**config.mk**
```make
export PLATFORM = sky130hd
export DESIGN_NAME = rfid_125khz_frame_decoder
export DESIGN_NICKNAME = d
export VERILOG_FILES = /design/src/rfid125_pkg.sv /design/src/rfid125_frame.sv /design/src/rfid_125khz_frame_decoder.sv
export VERILOG_INCLUDE_DIRS = /design/src /design/src/src
export SDC_FILE = /design/constraint.sdc
export NUM_CORES = 1
export LEC_CHECK = 0
export BUFFER_PORTS_ARGS = -buffer_cell sky130_fd_sc_hd__buf_4
export CELL_PAD_IN_SITES_DETAIL_PLACEMENT = 0
export CELL_PAD_IN_SITES_GLOBAL_PLACEMENT = 1
export CORE_MARGIN = 10
export CORE_UTILIZATION = 35
export CTS_CLUSTER_DIAMETER = 30
export DETAILED_ROUTE_END_ITERATION = 12
export PLACE_DENSITY_LB_ADDON = 0.1
export SYNTH_ARGS = -nofsm -noshare
export SYNTH_HDL_FRONTEND = slang
export SYNTH_HIERARCHICAL = 1
export SYNTH_SLANG_ARGS = --single-unit
```
**constraint.sdc**
```tcl
create_clock -name clk -period 7.05 [get_ports clk]
set_input_delay 0.705 -clock clk [delete_from_list [all_inputs] [get_ports clk]]
set_output_delay 0.705 -clock clk [all_outputs]
set_load 0.1 [all_outputs]
```
**src/rfid_125khz_frame_decoder_defines.svh**
```systemverilog
// assertion macros for the rfid 125 khz frame decoder
// used by the top level; expects clk and rst_n in scope
`ifndef RFID_125KHZ_FRAME_DECODER_DEFINES_SVH
`define RFID_125KHZ_FRAME_DECODER_DEFINES_SVH

`ifndef SYNTHESIS
`define RFID125_ASSERT_IMP(lbl, ante, cons) \
  lbl: assert property (@(posedge clk) disable iff (!rst_n) (ante) |-> (cons)) \
    else $error("rfid125 assertion failed");
`define RFID125_ASSERT_NXT(lbl, ante, cons) \
  lbl: assert property (@(posedge clk) disable iff (!rst_n) (ante) |=> (cons)) \
    else $error("rfid125 assertion failed");
`else
`define RFID125_ASSERT_IMP(lbl, ante, cons)
`define RFID125_ASSERT_NXT(lbl, ante, cons)
`endif

`endif

```
**src/rfid125_pkg.sv**
```systemverilog
// shared constants, types and hex decode for the rfid 125 khz frame decoder
// no dependencies
package rfid125_pkg;

  localparam logic [7:0]  START_BYTE       = 8'h02;
  localparam logic [7:0]  END_BYTE         = 8'h03;
  localparam logic [15:0] DEFAULT_TIMEOUT  = 16'd4000;
  localparam logic [5:0]  FRAME_CHARS      = 6'd12;
  localparam logic [2:0]  CHECK_BYTE_INDEX = 3'd5;
  localparam logic [6:0]  MAX_FRAME_CHARS  = 7'd32;
  localparam logic [15:0] ELAPSED_SAT      = 16'hFFFF;

  typedef enum logic {
    CMD_BYTE = 1'b0,
    CMD_TICK = 1'b1
  } command_t;

  typedef struct packed {
    logic        emit;
    logic [31:0] tag;
  } result_t;

  // bit 4 set means not a hex character
  function automatic logic [4:0] hex_value(input logic [7:0] c);
    logic [4:0] v;
    v = 5'h10;
    if (c >= 8'h30 && c <= 8'h39) begin
      v = {1'b0, c[3:0]};
    end else if ((c >= 8'h41 && c <= 8'h46) || (c >= 8'h61 && c <= 8'h66)) begin
      v = {1'b0, c[3:0] + 4'd9};
    end
    return v;
  endfunction

endpackage

```
**src/rfid125_frame.sv**
```systemverilog
// frame state, hex decode, checksum and repeat suppression
// depends on rfid125_pkg
module rfid125_frame (
  input  logic                   clk,
  input  logic                   rst_n,
  input  logic                   step,
  input  rfid125_pkg::command_t  command,
  input  logic [7:0]             rx_byte,
  input  logic [15:0]            timeout_ms,
  output rfid125_pkg::result_t   res
);

  logic [5:0]  char_count_r, char_count_nxt;
  logic        in_frame_r, in_frame_nxt;
  logic        frame_bad_r, frame_bad_nxt;
  logic [3:0]  high_nibble_r, high_nibble_nxt;
  logic [7:0]  running_xor_r, running_xor_nxt;
  logic [31:0] tag_accum_r, tag_accum_nxt;
  logic [7:0]  received_check_r, received_check_nxt;
  logic [31:0] previous_tag_r, previous_tag_nxt;
  logic [15:0] elapsed_ms_r, elapsed_ms_nxt;

  logic [4:0]  hv;
  logic [7:0]  b;
  logic [2:0]  idx;
  logic        frame_ok;
  logic        repeat_tag;

  always_comb begin
    char_count_nxt     = char_count_r;
    in_frame_nxt       = in_frame_r;
    frame_bad_nxt      = frame_bad_r;
    high_nibble_nxt    = high_nibble_r;
    running_xor_nxt    = running_xor_r;
    tag_accum_nxt      = tag_accum_r;
    received_check_nxt = received_check_r;
    previous_tag_nxt   = previous_tag_r;
    elapsed_ms_nxt     = elapsed_ms_r;
    res.emit           = 1'b0;
    res.tag            = tag_accum_r;

    hv  = rfid125_pkg::hex_value(rx_byte);
    b   = {high_nibble_r, hv[3:0]};
    idx = char_count_r[3:1];

    frame_ok = !frame_bad_r && (char_count_r == rfid125_pkg::FRAME_CHARS) &&
               (running_xor_r == received_check_r) && (tag_accum_r != 32'd0);
    repeat_tag = (elapsed_ms_r < timeout_ms) && (tag_accum_r == previous_tag_r);

    if (command == rfid125_pkg::CMD_TICK) begin
      if (elapsed_ms_r != rfid125_pkg::ELAPSED_SAT) begin
        elapsed_ms_nxt = elapsed_ms_r + 16'd1;
      end
    end else if (rx_byte == rfid125_pkg::START_BYTE) begin
      char_count_nxt     = 6'd0;
      frame_bad_nxt      = 1'b0;
      high_nibble_nxt    = 4'd0;
      running_xor_nxt    = 8'd0;
      tag_accum_nxt      = 32'd0;
      received_check_nxt = 8'd0;
      in_frame_nxt       = 1'b1;
    end else if (in_frame_r) begin
      if (rx_byte == rfid125_pkg::END_BYTE) begin
        in_frame_nxt = 1'b0;
        if (frame_ok) begin
          elapsed_ms_nxt = 16'd0;
          if (!repeat_tag) begin
            previous_tag_nxt = tag_accum_r;
            res.emit         = 1'b1;
          end
        end
      end else begin
        if (hv[4]) begin
          frame_bad_nxt = 1'b1;
        end else if (char_count_r < rfid125_pkg::FRAME_CHARS) begin
          if (!char_count_r[0]) begin
            high_nibble_nxt = hv[3:0];
          end else if (idx < rfid125_pkg::CHECK_BYTE_INDEX) begin
            running_xor_nxt = running_xor_r ^ b;
            if (idx != 3'd0) begin
              tag_accum_nxt = {tag_accum_r[23:0], b};
            end
          end else begin
            received_check_nxt = b;
          end
        end
        char_count_nxt = char_count_r + 6'd1;
        if (({1'b0, char_count_nxt} + 7'd1) >= rfid125_pkg::MAX_FRAME_CHARS) begin
          in_frame_nxt = 1'b0;
        end
      end
    end
  end

  always_ff @(posedge clk) begin
    if (!rst_n) begin
      char_count_r     <= 6'd0;
      in_frame_r       <= 1'b0;
      frame_bad_r      <= 1'b0;
      high_nibble_r    <= 4'd0;
      running_xor_r    <= 8'd0;
      tag_accum_r      <= 32'd0;
      received_check_r <= 8'd0;
      previous_tag_r   <= 32'd0;
      elapsed_ms_r     <= rfid125_pkg::ELAPSED_SAT;
    end else if (step) begin
      char_count_r     <= char_count_nxt;
      in_frame_r       <= in_frame_nxt;
      frame_bad_r      <= frame_bad_nxt;
      high_nibble_r    <= high_nibble_nxt;
      running_xor_r    <= running_xor_nxt;
      tag_accum_r      <= tag_accum_nxt;
      received_check_r <= received_check_nxt;
      previous_tag_r   <= previous_tag_nxt;
      elapsed_ms_r     <= elapsed_ms_nxt;
    end
  end

endmodule

```
**src/rfid_125khz_frame_decoder.sv**
```systemverilog
// a word is registered in the input register on accept; once it advances, its tag,
// if any, is loaded into the result register that drives out_valid
// throughput: one word per cycle; only a waiting result held by out_stall
// backs up the input register
// reset: synchronous active low; clears frame state, timeout back to 4000 ms,
// elapsed time saturated so the first good tag is always sent
`include "rfid_125khz_frame_decoder_defines.svh"
module rfid_125khz_frame_decoder (
  input  logic        clk,
  input  logic        rst_n,
  input  logic        in_valid,
  output logic        in_stall,
  input  logic        in_command,
  input  logic [7:0]  in_rx_byte,
  output logic        out_valid,
  input  logic        out_stall,
  output logic [31:0] out_tag_id,
  input  logic        cfg_valid,
  output logic        cfg_ready,
  input  logic [15:0] cfg_same_tag_timeout_ms
);

  logic                  in_valid_r;
  rfid125_pkg::command_t in_command_r;
  logic [7:0]            in_rx_byte_r;
  logic [15:0]           timeout_r;
  logic                  out_valid_r;
  logic [31:0]           out_tag_r;
  logic                  advance;
  rfid125_pkg::result_t  res;

  rfid125_frame u_frame (
    .clk        (clk),
    .rst_n      (rst_n),
    .step       (advance),
    .command    (in_command_r),
    .rx_byte    (in_rx_byte_r),
    .timeout_ms (timeout_r),
    .res        (res)
  );

  // held word moves on unless it makes a tag and the result register is blocked
  assign advance   = in_valid_r && (!res.emit || !out_valid_r || !out_stall);
  assign in_stall  = in_valid_r && !advance;
  assign cfg_ready = 1'b1;
  assign out_valid = out_valid_r;
  assign out_tag_id = out_tag_r;

  always_ff @(posedge clk) begin
    if (!rst_n) begin
      in_valid_r <= 1'b0;
    end else if (!in_stall) begin
      in_valid_r <= in_valid;
    end
  end

  always_ff @(posedge clk) begin
    if (in_valid && !in_stall) begin
      in_command_r <= rfid125_pkg::command_t'(in_command);
      in_rx_byte_r <= in_rx_byte;
    end
  end

  always_ff @(posedge clk) begin
    if (!rst_n) begin
      timeout_r <= rfid125_pkg::DEFAULT_TIMEOUT;
    end else if (cfg_valid && cfg_ready) begin
      timeout_r <= cfg_same_tag_timeout_ms;
    end
  end

  always_ff @(posedge clk) begin
    if (!rst_n) begin
      out_valid_r <= 1'b0;
    end else if (advance && res.emit) begin
      out_valid_r <= 1'b1;
    end else if (!out_stall) begin
      out_valid_r <= 1'b0;
    end
  end

  always_ff @(posedge clk) begin
    if (advance && res.emit) begin
      out_tag_r <= res.tag;
    end
  end

  `RFID125_ASSERT_IMP(a_tag_nonzero, out_valid_r, out_tag_r != 32'd0)
  `RFID125_ASSERT_NXT(a_emit_lands, advance && res.emit, out_valid_r && out_tag_r == $past(res.tag))
  `RFID125_ASSERT_NXT(a_taken_drops, out_valid_r && !out_stall && !(advance && res.emit), !out_valid_r)
  `RFID125_ASSERT_IMP(a_stall_only_full, in_stall, in_valid_r && res.emit && out_valid_r)

endmodule
```
==> After elaboration in Yosys (flattened, before gate mapping) <==
Cells that the tools add are included.
{ "totals": {"ff_bits": 167, "out_inout_bits": 35, "word_cells": 141, "input_bits": 30} }
{ "op_classes": {"addsub": 4, "n_mux": 55, "reduce_logical": 40, "order_cmp": 10, "bitwise": 4, "eq_ne": 13} }
{ "ops": {"columns": ["operator", "n"], "rows": [
  ["$mux W32", 8],
  ["$mux W8", 14],
  ["$mux W16", 6],
  ["$eq A32 B32 Y1", 1],
  ["$reduce_bool A32 Y1", 1],
  ["$mux W4", 6],
  ["$mux W6", 3],
  ["$reduce_bool A2 Y1", 9],
  ["$add A16 B1 Y16 const B", 1],
  ["$eq A8 B2 Y1 const B", 2],
  ["$ge A8 B7 Y1 const B", 2],
  ["$le A8 B7 Y1 const B", 2],
  ["$lt A16 B16 Y1", 1],
  ["$mux W1", 16],
  ["$ne A16 B16 Y1 const B", 1],
  ["$reduce_and A8 Y1", 2],
  ["$reduce_and A7 Y1", 2],
  ["$logic_and A1 B1 Y1", 11],
  ["$mux W5", 2],
  ["$reduce_and A9 Y1", 1],
  ["$eq A8 B8 Y1", 1],
  ["$ge A8 B6 Y1 const B", 1],
  ["$le A8 B6 Y1 const B", 1],
  ["$ne A2 B1 Y1 const B", 4],
  ["other kinds (17)", 28]
]} }

==> Longest topological paths before layout <==
{ "depth": {"ltp_word": 17, "mapped_depth": 15, "depth_no_buf": 15} }

==> Cells and area by module <==
The synthesis kept the hierarchy.
{ "by_module_without_submodules": {"columns": ["module", "seq_area_each_um2", "instances", "area_per_inst_um2", "cells_per_inst"], "rows": [
  ["rfid125_frame", 2162.1, 1, 5555.3, 657],
  ["rfid_125khz_frame_decoder", 1591.5, 1, 1936.9, 105]
]} }

==> Least setup slack after synthesis <==
OpenSTA, ideal clock, no wires.
{ "synth_timing": {"path_kind": "register to register", "from": "reg in_rx_byte_r[2]", "to": "reg out_tag_r[0] (netlist: out_tag_id[0]), enable pin", "path_buffers": 0, "setup_ps": 432, "stages_incl_launch_ff": 8, "t_required_ps": 6618, "period_less_slack_ps": 3857, "t_arrival_ps": 3426, "slack_ps": 3193, "path_cell_list": "edfxtp_1 nor2_2 nand4_1 or4_1 nor3_1 nor3b_1 nand2_1 a21oi_1"} }
{ "synth_rtl": {"columns": ["item", "line_no", "rtl"], "rows": [
  ["start: declaration", "rfid_125khz_frame_decoder.sv:25", "logic [7:0] in_rx_byte_r;"],
  ["start signal: assignment", "rfid_125khz_frame_decoder.sv:60", "in_rx_byte_r <= in_rx_byte;"],
  ["end signal: assignment", "rfid_125khz_frame_decoder.sv:84", "out_tag_r <= res.tag;"],
  ["end: declaration", "rfid_125khz_frame_decoder.sv:28", "logic [31:0] out_tag_r;"]
]} }

==> reports/qor.txt <==
Hold Buf Count CTS -> 0
placed insts -> 1,066
core area -> 0.02102 sq mm
CP required -> 7.40 ns
TritonCTS buffer count -> 17
Area growth, synth to finish -> 16.80%
crit share post-route -> 60.42%
count leader, synth -> dfxtp_1
total track usage -> 13.27%
Routed WL per cell -> 17.02 um
fin crit period -> 4.260 ns
setup bufs post-CTS -> 0
FF-to-FF Start -> u_frame/elapsed_ms_r[2]
synthesized area -> 0.007492 sq mm
initial antenna violation count -> 0
clk_lat worst skew -> 0.43 ns
Achievable Freq -> 234.8 MHz
worst-margin pin slew -> 1.086 ns
Total Wirelength -> 18.69 mm
Fill cells -> 2,064
cell type with the highest aggregate area in the netlist -> dfxtp_1
number of synthesized flops with an enable pin -> 41
Final setup viols -> 0
Die H -> 166.3 um
fin. max-slew vios -> 0
drt first pass iters -> 5
critical path fanouts, max -> 22
Synth top area share -> 33.67%
Clock Sinks -> 167
outcome -> finished, final reports clean
Pwr Density -> 241.3 mW/mm^2
worst min-delay path class -> input port to register
DRC viols -> 0
Reg2Reg Depth -> 13
ranking of synthesized cells by area -> dfxtp_1 34%, edfxtp_1 16%, mux2i_1 7.3%
share of layout cells above drive strength 1 -> 12.52%
Worst Hold End -> in_command_r
flop2flop setup slack -> 2.79 ns
Fin Setup TNS -> 0 ns
GPL Wtd Cong -> 0.8018
die area -> 0.02766 sq mm
post-DR vias/cell -> 5.066
crit-path leading delay family -> compound AO/OA/AOI/OAI gates
Post-Syn Area per Cell -> 9.832 sq um
Initial Util -> 35.64%
Post-Syn Nets -> 817
CP Data Arrival Time -> 4.61 ns
crit end category -> register
Layout Cells excl Fill -> 1,098
cell mode on critical path -> a31oi_1
Hold Fails Final Rpt -> 0
largest net degree at the start of global routing -> 75
worst vdd ir -> 0.0001448 V
Clock Root Buffer -> clkbuf_16
CP Class -> register to register
DR vias -> 5,562
CTS tree -> yes
Synth cell types -> 54
min-delay src -> in_command
relative slew slack -> 27.47%
Post-CTS Resized -> 0
ant diodes -> 0
clock buffer depth -> 2
NumNets Final -> 865
Critical Path Slowest Stage Cell -> nor2_1
maxcap violations -> 0
post-synthesis async set-or-reset flop share -> 0%
WP buf/inv -> 0
CP Cell Sequence -> ha_1, a211o_1, a31oi_1, o31ai_1, a221oi_1, o211a_1, nor3b_1, a31oi_1, nand2_1, nor2_1, o21ai_2, or3_1, o21ai_0
number of synthesized register bits -> 167
Critical Path Max Stage Delay -> 0.55 ns
Hold Slack -> 0.4441 ns
Leak -> 0.003429 uW
CP Launch Type -> register
CTS clk-pin slew, worst paths -> 0.07 ns
1st-iter DRT viols -> 279
hold path depth -> 1
Post-DRT Antenna Nets -> 0
I/O Buffers -> 63
vias in the first global route -> 5,475
Rows -> 53
commonest cells in the netlist -> 126 x dfxtp_1, 106 x nand2_1, 59 x o21ai_0
YS warnings -> 6
Gate Count Post-Synth -> 762
H-tree depth -> 4
Max Clock Skew -> 0.01354 ns
sequential area share after synthesis -> 50.10%
die width -> 166.3 um
Synth Flop Type -> dfxtp_1
DP Wirelength -> 13.08 mm
IO Count -> 65
worst flop-to-flop path endpoint -> u_frame/tag_accum_r[30]
global-route wire length before repair -> 29.88 mm
global route overflow -> 0
RSZ-0062 raised after global routing -> no
-- sequential cells by signal (all words and copies together) (netlist names) --
| name | cells |
|---|---|
| out_tag_id | 32 |
| u_frame/previous_tag_r | 32 |
| u_frame/tag_accum_r | 32 |
| timeout_r | 16 |
| u_frame/elapsed_ms_r | 16 |
| in_rx_byte_r | 8 |
| u_frame/received_check_r | 8 |
| u_frame/running_xor_r | 8 |
| u_frame/char_count_r | 6 |
| u_frame/high_nibble_r | 4 |
| in_command_r | 1 |
| in_valid_r | 1 |
| out_valid | 1 |
| u_frame/frame_bad_r | 1 |
| u_frame/in_frame_r | 1 |
-- through the flow --
stage | setup WS [ns] | power, uW | util, % | instance area, sq um
after floorplan | 3.193 | 1131 | - | 7492
after global placement | 3.019 | 1170 | 38.78 | 8153
after detailed placement | 2.872 | 1176 | 38.78 | 8153
after CTS | 2.844 | 2137 | 41.63 | 8751
after global routing | 2.472 | 2195 | 41.63 | 8751
final | 2.790 | 2112 | 41.63 | 8751
-- per-layer routing --
metal	global-route usage [%]	share of wire [%]
met5	0	0
met4	4.124	1.1
met3	2.887	3.8
met2	21.33	47
met1	17.38	48
-- worst max path at each step --
stage	from	end	slack (ns)	depth (start not counted)
3_5_place_dp	u_frame/elapsed_ms_r[5]	u_frame/tag_accum_r[26]	2.87	13
2_1_floorplan	in_rx_byte_r[2]	out_tag_id[0]	3.19	7
4_1_cts	u_frame/elapsed_ms_r[2]	u_frame/tag_accum_r[30]	2.84	13
6_report	u_frame/elapsed_ms_r[2]	u_frame/tag_accum_r[30]	2.79	13
5_1_grt	u_frame/elapsed_ms_r[2]	u_frame/tag_accum_r[26]	2.47	13
3_3_place_gp	u_frame/elapsed_ms_r[5]	u_frame/tag_accum_r[26]	3.02	13
-- logic make-up after synthesis --
| family | after synthesis | synth area share (%) |
|---|---|---|
| AOI/OAI and AO/OA | 123 | 10.22 |
| xor gates and xnor gates | 51 | 5.962 |
| adders and majority gates | 25 | 4.175 |
| buffers and inverters | 66 | 4.041 |
| DFF | 167 | 50.10 |
| muxes | 57 | 7.649 |
| other | 1 | 0.05005 |
| and+or+nand+nor | 272 | 17.80 |
-- power breakdown --
group	total, uW	internal [uW]	switching [uW]
clock network	957	561	396
registers	1010	994	19.1
logic	141	57.6	83.8
total	2110	1610	499
-- cells in the final DEF, fill, tap and decap left out, types with 3 or more instances in the layout --
master and n:
o21ai_1 4, clkinv_2 3, and4_1 3, a21boi_0 3, o211ai_1 4, o21a_1 4, xnor2_1 19, a21o_1 6
o21ai_0 58, clkbuf_16 17, o31ai_1 3, a31oi_1 6, nor2b_1 17, edfxtp_1 41, nand3_1 34, nor3b_1 4
nor4_1 14, nor3_1 5, inv_6 4, nand4_1 13, bufinv_16 3, mux2i_1 55, a21oi_1 9, or3_1 22
buf_4 66, inv_1 29, ha_1 25, o311ai_0 9, nand2_1 106, nor2_1 35, dfxtp_1 126, xor2_1 32
and2_1 10
-- worst register-to-register path, cell delays in order (launching register included) --
cell and delay (ns):
dfxtp_1 0.41, ha_1 0.27, a211o_1 0.26, a31oi_1 0.19, o31ai_1 0.17, a221oi_1 0.40, o211a_1 0.30, nor3b_1 0.09
a31oi_1 0.32, nand2_1 0.24, nor2_1 0.55, o21ai_2 0.42, or3_1 0.47, o21ai_0 0.07
-- final cells by class --
cell class                 count  area [sq um]  share of cell area, %
inverter                      29         108.9                  1.244
clock inverter                14         168.9                  1.930
multi-input combinational    529          3451                  39.43
clock buffer                  18         429.2                  4.904
timing repair buffer          66         495.5                  5.662
tap                          275         344.1                  3.932
sequential                   167          3754                  42.89
Power figures use the tool's default switching activity.
